## config.mk

```make
export PLATFORM = sky130hd
export DESIGN_NAME = array_deque_engine_unit
export DESIGN_NICKNAME = d
export VERILOG_FILES = /design/src/rtl/adq_pkg.sv /design/src/rtl/array_deque_engine_unit.sv /design/src/rtl/adq_ram.sv /design/src/rtl/adq_core.sv
export SDC_FILE = /design/constraint.sdc
export NUM_CORES = 1
export LEC_CHECK = 0
export ABC_AREA = 1
export BUFFER_PORTS_ARGS = -buffer_cell sky130_fd_sc_hd__buf_2
export CAP_MARGIN = 20
export CORE_MARGIN = 4
export CORE_UTILIZATION = 30
export CTS_BUF_LIST = sky130_fd_sc_hd__clkbuf_16
export DETAILED_ROUTE_END_ITERATION = 6
export SETUP_SLACK_MARGIN = 0.1
export SLEW_MARGIN = 15
export SYNTH_ARGS = -nofsm -noshare
export SYNTH_HDL_FRONTEND = slang
export SYNTH_SLANG_ARGS = --single-unit
```

## constraint.sdc

```tcl
create_clock -name clock -period 8.5 [get_ports clock]
set_clock_uncertainty 0.05 [all_clocks]
set_input_delay 0.425 -clock clock [delete_from_list [all_inputs] [get_ports clock]]
set_output_delay 0.425 -clock clock [all_outputs]
set_load 0.01 [all_outputs]
```

## src/rtl/adq_pkg.sv

```systemverilog
// Shared types, constants and index helpers for the array deque engine.
// Used by adq_core and array_deque_engine_unit; no dependencies.
`default_nettype none

package adq_pkg;

   // Store geometry
   localparam int DEPTH   = 16;
   localparam int IDX_W   = (DEPTH > 1) ? $clog2(DEPTH) : 1;
   localparam int CNT_W   = $clog2(DEPTH + 1);
   localparam int WORD_W  = 32;
   localparam int OCC_W   = 5;

   // Stream packing
   localparam int REQ_TDATA_W = 32;
   localparam int RSP_TDATA_W = 104;
   localparam int TUSER_W     = 2;

   localparam logic [WORD_W-1:0] NONE_WORD = '1;

   typedef logic [IDX_W-1:0]  idx_type;
   typedef logic [CNT_W-1:0]  cnt_type;
   typedef logic [WORD_W-1:0] word_type;

   typedef enum logic [1:0] {
      MODE_PUSH_REAR  = 2'd0,
      MODE_PUSH_FRONT = 2'd1,
      MODE_POP_FRONT  = 2'd2,
      MODE_POP_REAR   = 2'd3
   } mode_type;

   typedef enum logic [1:0] {
      STATUS_OK       = 2'd0,
      STATUS_OVERFLOW = 2'd1,
      STATUS_EMPTY    = 2'd2
   } status_type;

   typedef enum logic [1:0] {
      ST_IDLE  = 2'b01,
      ST_FETCH = 2'b10
   } state_type;

   // One finished result, handed from the core to the output register
   typedef struct packed {
      status_type       status;
      word_type         popped;
      word_type         front;
      word_type         rear;
      logic [OCC_W-1:0] occupancy;
   } result_type;

   // Circular index step, forward and backward
   function automatic idx_type idx_next(input idx_type i);
      if (i == IDX_W'(DEPTH - 1)) begin
         idx_next = '0;
      end else begin
         idx_next = i + 1'b1;
      end
   endfunction

   function automatic idx_type idx_prev(input idx_type i);
      if (i == '0) begin
         idx_prev = IDX_W'(DEPTH - 1);
      end else begin
         idx_prev = i - 1'b1;
      end
   endfunction

endpackage

`default_nettype wire

```

## src/rtl/array_deque_engine_unit.sv

```systemverilog
// Array deque engine: a push and an empty or overflow case finish in the core's idle state;
// a pop that leaves words behind also passes through the fetch state, since the new front
// or rear word is read from the store, which has a registered read.
// The result sits in an output register.
// Synchronous reset empties the deque; store contents are not cleared.
`default_nettype none

module array_deque_engine_unit
   import adq_pkg::*;
(
   input  wire logic                   clock,
   input  wire logic                   reset,
   input  wire logic                   req_tvalid,
   output logic                        req_tready,
   input  wire logic [REQ_TDATA_W-1:0] req_tdata,  // [31:0] item
   input  wire logic [TUSER_W-1:0]     req_tuser,  // [1:0] mode
   output logic                        rsp_tvalid,
   input  wire logic                   rsp_tready,
   output logic      [RSP_TDATA_W-1:0] rsp_tdata,  // [31:0] popped_value,
                                                    // [63:32] front_value,
                                                    // [95:64] rear_value,
                                                    // [100:96] occupancy
   output logic      [TUSER_W-1:0]     rsp_tuser   // [1:0] status
);

   logic       rsp_valid_ff, rsp_valid_in;
   result_type rsp_ff;
   logic       out_free;
   logic       res_valid;
   result_type res;
   logic       wr_en;
   idx_type    wr_addr;
   word_type   wr_data;
   logic       rd_en;
   idx_type    rd_addr;
   word_type   rd_data;

   assign out_free = !rsp_valid_ff || rsp_tready;

   adq_core u_core (
      .clock     (clock),
      .reset     (reset),
      .req_valid (req_tvalid),
      .req_ready (req_tready),
      .req_mode  (mode_type'(req_tuser[1:0])),
      .req_item  (req_tdata[WORD_W-1:0]),
      .out_free  (out_free),
      .res_valid (res_valid),
      .res       (res),
      .wr_en     (wr_en),
      .wr_addr   (wr_addr),
      .wr_data   (wr_data),
      .rd_en     (rd_en),
      .rd_addr   (rd_addr),
      .rd_data   (rd_data)
   );

   adq_ram #(
      .WIDTH (WORD_W),
      .DEPTH (DEPTH)
   ) u_store (
      .clock   (clock),
      .wr_en   (wr_en),
      .wr_addr (wr_addr),
      .wr_data (wr_data),
      .rd_en   (rd_en),
      .rd_addr (rd_addr),
      .rd_data (rd_data)
   );

   // Output register: loads a finished request, drops when taken
   always_comb begin
      if (res_valid) begin
         rsp_valid_in = 1'b1;
      end else if (rsp_tready) begin
         rsp_valid_in = 1'b0;
      end else begin
         rsp_valid_in = rsp_valid_ff;
      end
   end

   always_ff @(posedge clock) begin
      if (reset) begin
         rsp_valid_ff <= 1'b0;
      end else begin
         rsp_valid_ff <= rsp_valid_in;
      end
   end

   always_ff @(posedge clock) begin
      if (res_valid) begin
         rsp_ff <= res;
      end
   end

   assign rsp_tvalid = rsp_valid_ff;
   assign rsp_tuser  = rsp_ff.status;
   assign rsp_tdata  = {3'b000, rsp_ff.occupancy, rsp_ff.rear, rsp_ff.front, rsp_ff.popped};

endmodule

`default_nettype wire

```

## src/rtl/adq_ram.sv

```systemverilog
// Generic simple dual-port RAM: one write port, one read port, registered read.
// No dependencies.
`default_nettype none

module adq_ram #(
   parameter int WIDTH = 32,
   parameter int DEPTH = 16
) (
   input  wire logic                     clock,
   input  wire logic                     wr_en,
   input  wire logic [$clog2(DEPTH)-1:0] wr_addr,
   input  wire logic [WIDTH-1:0]         wr_data,
   input  wire logic                     rd_en,
   input  wire logic [$clog2(DEPTH)-1:0] rd_addr,
   output logic      [WIDTH-1:0]         rd_data
);

   logic [WIDTH-1:0] mem_ff [DEPTH];

   always_ff @(posedge clock) begin
      if (wr_en) begin
         mem_ff[wr_addr] <= wr_data;
      end
      if (rd_en) begin
         rd_data <= mem_ff[rd_addr];
      end
   end

endmodule

`default_nettype wire

```

## src/rtl/adq_core.sv

```systemverilog
// Deque control: head/tail pointers, count, cached end words, store access.
// Depends on adq_pkg; drives one adq_ram instance from the top level.
`default_nettype none

module adq_core
   import adq_pkg::*;
(
   input  wire logic       clock,
   input  wire logic       reset,
   input  wire logic       req_valid,
   output logic            req_ready,
   input  wire mode_type   req_mode,
   input  wire word_type   req_item,
   input  wire logic       out_free,
   output logic            res_valid,
   output result_type      res,
   output logic            wr_en,
   output idx_type         wr_addr,
   output word_type        wr_data,
   output logic            rd_en,
   output idx_type         rd_addr,
   input  wire word_type   rd_data
);

   state_type  state_ff,  state_in;
   idx_type    head_ff,   head_in;
   idx_type    tail_ff,   tail_in;
   cnt_type    count_ff,  count_in;
   word_type   front_ff,  front_in;
   word_type   rear_ff,   rear_in;
   word_type   popped_ff, popped_in;
   status_type status_ff, status_in;
   logic       side_ff,   side_in;   // 1: refetching the front word
   logic       accept;
   logic       is_full;
   logic       is_empty;
   cnt_type    count_dec;

   assign is_full   = (count_ff == CNT_W'(DEPTH));
   assign is_empty  = (count_ff == '0);
   assign count_dec = count_ff - 1'b1;
   assign req_ready = (state_ff == ST_IDLE) && out_free;
   assign accept    = req_valid && req_ready;

   // Next-state and store access
   always_comb begin
      state_in  = state_ff;
      head_in   = head_ff;
      tail_in   = tail_ff;
      count_in  = count_ff;
      front_in  = front_ff;
      rear_in   = rear_ff;
      popped_in = popped_ff;
      status_in = status_ff;
      side_in   = side_ff;
      wr_en     = 1'b0;
      wr_addr   = tail_ff;
      wr_data   = req_item;
      rd_en     = 1'b0;
      rd_addr   = head_ff;
      res_valid = 1'b0;

      unique case (state_ff)
         ST_IDLE: begin
            if (accept) begin
               popped_in = '0;
               status_in = STATUS_OK;
               res_valid = 1'b1;
               unique case (req_mode)
                  MODE_PUSH_REAR, MODE_PUSH_FRONT: begin
                     if (is_full) begin
                        status_in = STATUS_OVERFLOW;
                     end else if (is_empty) begin
                        // first word lands under the tail; both ends see it
                        wr_en    = 1'b1;
                        wr_addr  = tail_ff;
                        head_in  = tail_ff;
                        front_in = req_item;
                        rear_in  = req_item;
                        count_in = CNT_W'(1);
                     end else if (req_mode == MODE_PUSH_REAR) begin
                        wr_en    = 1'b1;
                        wr_addr  = idx_next(tail_ff);
                        tail_in  = idx_next(tail_ff);
                        rear_in  = req_item;
                        count_in = count_ff + 1'b1;
                     end else begin
                        wr_en    = 1'b1;
                        wr_addr  = idx_prev(head_ff);
                        head_in  = idx_prev(head_ff);
                        front_in = req_item;
                        count_in = count_ff + 1'b1;
                     end
                  end
                  MODE_POP_FRONT, MODE_POP_REAR: begin
                     if (is_empty) begin
                        status_in = STATUS_EMPTY;
                     end else begin
                        count_in = count_dec;
                        if (req_mode == MODE_POP_FRONT) begin
                           popped_in = front_ff;
                        end else begin
                           popped_in = rear_ff;
                        end
                        // more words left: fetch the new end word first
                        if (count_dec != '0) begin
                           res_valid = 1'b0;
                           rd_en     = 1'b1;
                           state_in  = ST_FETCH;
                           side_in   = (req_mode == MODE_POP_FRONT);
                           if (req_mode == MODE_POP_FRONT) begin
                              head_in = idx_next(head_ff);
                              rd_addr = idx_next(head_ff);
                           end else begin
                              tail_in = idx_prev(tail_ff);
                              rd_addr = idx_prev(tail_ff);
                           end
                        end
                     end
                  end
                  default: ;
               endcase
            end
         end
         ST_FETCH: begin
            // store data for the new end word is back
            res_valid = 1'b1;
            state_in  = ST_IDLE;
            if (side_ff) begin
               front_in = rd_data;
            end else begin
               rear_in = rd_data;
            end
         end
         default: state_in = ST_IDLE;
      endcase
   end

   // Result built from the post-operation state
   always_comb begin
      res.status    = status_in;
      res.popped    = popped_in;
      res.front     = (count_in == '0) ? NONE_WORD : front_in;
      res.rear      = (count_in == '0) ? NONE_WORD : rear_in;
      res.occupancy = OCC_W'(count_in);
   end

   // Control registers
   always_ff @(posedge clock) begin
      if (reset) begin
         state_ff <= ST_IDLE;
         head_ff  <= '0;
         tail_ff  <= '0;
         count_ff <= '0;
      end else begin
         state_ff <= state_in;
         head_ff  <= head_in;
         tail_ff  <= tail_in;
         count_ff <= count_in;
      end
   end

   // Payload registers
   always_ff @(posedge clock) begin
      front_ff  <= front_in;
      rear_ff   <= rear_in;
      popped_ff <= popped_in;
      status_ff <= status_in;
      side_ff   <= side_in;
   end

endmodule

`default_nettype wire

```

==> reports/metrics.csv <==
metric;value;unit
synth_area_leaders;edfxtp_1, nand3_1, dfxtp_1, nand2_1, inv_1;
pwr-share-clk;27.1;%
power_density;306;nW/um^2
reg2reg_slack;3.32;ns
slew_headroom;16.1;%
hold_path_class;in -> reg;
cts_tree;done;
rsz0062_at_grt;false;
grt_max_degree;160;
final_antenna_net_count;0;
async_flop_share;0;%
tightest_slew;1.26;ns
std_cell_rows;122;
clk_pin_slew;0.07;ns
die_area;117000;sq um
finalSetupViolCount;0;
whs_endpoint;u_core.count_ff[3];
status;finished, final reports clean;
place_hpwl;50300;um
yosysSeqAreaShare;64.9;%
vias;23301;
numCtsBuffers;73;
drive_gt1_share;9.59;%
ctsResizeCount;0;
nNetsFinal;3391;
synthCells;3287;
p_switching;4.03;mW
required;8.92;ns
gp_congestion;0.796;
synth_edf_count;648;
drt_iter0_drc;2127;
ys_types;35;
ctsHoldBuffers;0;
p_sw_share;34.6;%
numPortBuffers;142;
grt-ovfl-total;0;
p_leak;15.2;nW
slew_violations;0;
htreeDepth;3;
wl_per_cell;18.3;um
utilization;34.3;%
root_buffer;clkbuf_16;
io_pins;146;
syn_to_final_growth;13.3;%
syn-cell-area;33500;sq um
finalHoldViolCount;0;
yosys.area.top_type_share;58.1;%
vdd.ir_drop.worst;139;uV
pwr-share-comb;29.4;%
rr_worst_depth;13;
grt_use_total;14.9;%
dr.pass1.iters;6;
core;111000;sq um
critPathKind;reg -> reg;
routed_wl;89700;um
min_period_over_period;60.9;%
fin_tns_setup;0;ns
die_w;342;um
initial_core_util;30.2;%
fmax;193;MHz
p_seq_share;43.4;%
cts.path.max_buffers;3;
crit_path_end_kind;flop;
max_cap_violations;0;
postCtsSetupBuffers;0;
antenna_found_initial;18;
route.detailed.drc;0;
top_layer;met5;
avgSynthCellArea;10.2;sq um
worstReg2RegStart;u_core.state_ff[1];
min_from;reset;
synth_ff_type;edfxtp_1;
grt_pass1_vias;21984;
start_kind;flop;
grt_pass1_wl;135000;um
timing.hold.ws;0.0971;ns
hold_depth;2;
clkLatencyLatePin;0.61;ns
cts.sinks;762;
met1_length;39900;um
wl_met3;6800;um
path_max_fanout;159;
yosys_register_bits;762;
dieHeight;342;um
timing.rr.end;u_store.rd_data[27];
routed-wl-met2;40500;um
intPower;7.61;mW
synth_area_leader_cell;edfxtp_1;
viasPerCell;4.76;
yosys_warnings;0;
arrival;5.59;ns
period_minus_slack;5.18;ns
-- through the flow --
stage | total power, mW | worst slack (ns) | std cells | cell area (sq um)
finish | 11.6 | 3.32 | 4893 | 38000
global route | 12.4 | 3.05 | 4886 | 38000
CTS | 11.7 | 3.43 | 4885 | 37900
detailed placement | 8.56 | 3.43 | 4755 | 35600
global placement | 8.50 | 3.51 | 4755 | 35600
floorplan | 7.48 | 1.68 | 3289 | 33500
-- flip-flops by register name (all words and copies together) (netlist names) --
signal	flops
rsp_tvalid	1
u_core.popped_ff	32
u_core.front_ff	32
rsp_tuser	2
u_store.mem_ff	512
u_core.state_ff	2
u_core.side_ff	1
u_core.rear_ff	32
u_core.count_ff	5
u_core.head_ff	4
u_core.status_ff	2
u_store.rd_data	32
rsp_tdata	101
u_core.tail_ff	4
-- Yosys cell counts, types with 4 or more instances --
master    number
dfxtp_1      114
nor2_1        66
a31oi_1        4
buf_2         81
o211ai_1      37
nand3_1      533
nand2_1      557
xnor2_1        4
inv_1        527
nand3b_1     160
clkbuf_1      82
edfxtp_1     648
inv_2          5
ha_1          10
buf_4         21
o21a_1         4
buf_1         21
o21ai_0      280
a21oi_1      108
-- power by group through the flow --
stage / clock [mW] / combinational (mW) / sequential (mW)
after CTS: 3.23 / 3.45 / 5.05
final: 3.16 / 3.43 / 5.05
after floorplan: 0 / 2.29 / 5.19
after global routing: 3.38 / 3.88 / 5.11
after global placement: 0 / 3.38 / 5.12
after detailed placement: 0 / 3.44 / 5.13
-- worst max-delay path: stages, from the launching register on --
cell and delay, ns:
dfxtp_1 0.31, inv_1 0.07, ha_1 0.19, nand3_2 0.72, inv_2 0.49, nand3_2 0.35
nand2_4 0.52, nand2_8 0.57, buf_4 0.77, nand2_1 0.19, nand3_1 0.08, nand3_1 0.14
nand3_1 0.08, nand2_1 0.09
-- placed cells by master, fill, tap and decap left out, types with 2 or more instances in the layout --
master / count
a21oi_1: 107
a31oi_1: 4
buf_2: 142
buf_4: 42
bufinv_16: 4
clkbuf_16: 77
clkinv_1: 15
clkinv_2: 11
clkinvlp_4: 6
conb_1: 3
dfxtp_1: 114
diode_2: 7
edfxtp_1: 648
ha_1: 10
inv_1: 537
inv_2: 8
inv_6: 2
nand2_1: 552
nand2_2: 2
nand2_4: 3
nand3_1: 532
nand3_2: 3
nand3b_1: 160
nand4_1: 3
nor2_1: 50
nor2_4: 16
nor3_1: 3
o211ai_1: 37
o21a_1: 4
o21ai_0: 280
o21ai_1: 2
o21ai_4: 3
xnor2_1: 4
xor2_1: 3
-- cells by family (layout without fill, tap and decap cells) --
family / count (synthesis) / in the layout / synth area share, %
AO/OA/AOI/OAI: 441 / 441 / 6.98
XOR/XNOR: 7 / 7 / 0.183
adder cells (fa/ha/maj): 10 / 10 / 0.373
buffers and inverters: 738 / 847 / 8.81
flip-flops: 762 / 762 / 64.9
multiplexers: 1 / 1 / 0.0299
other: 1 / 10 / 0.0112
AND/OR/NAND/NOR: 1327 / 1327 / 18.7
-- layer usage --
layer | track usage [%] | up-vias
met5 | 0 | -
met2 | 24.0 | 741
met3 | 3.28 | 166
li1 | - | 11209
met1 | 19.9 | 11177
met4 | 5.10 | 8
-- final cells by class --
| type | count | area (sq um) |
|---|---|---|
| sequential | 762 | 21700 |
| antenna | 7 | 17.5 |
| tap | 1488 | 1860 |
| inverter | 532 | 2000 |
| multi-input combinational | 1789 | 9020 |
| fill | 11101 | 72800 |
| clock inverter | 53 | 365 |
| timing repair buffer | 185 | 1050 |
| clock buffer | 77 | 1930 |
-- worst max-delay path by stage --
stage / startpoint / slack (ns) / to
3_3_place_gp: rsp_tready / 3.51 / u_store.rd_data[31]
6_report: u_core.state_ff[1] / 3.32 / u_store.rd_data[27]
4_1_cts: u_core.state_ff[1] / 3.43 / u_store.rd_data[31]
3_5_place_dp: rsp_tready / 3.43 / u_store.rd_data[31]
5_1_grt: u_core.state_ff[1] / 3.05 / u_store.rd_data[26]
2_1_floorplan: u_core.count_ff[0] / 1.68 / rsp_tdata[0]
No activity file was read; power rests on OpenSTA's default activity.
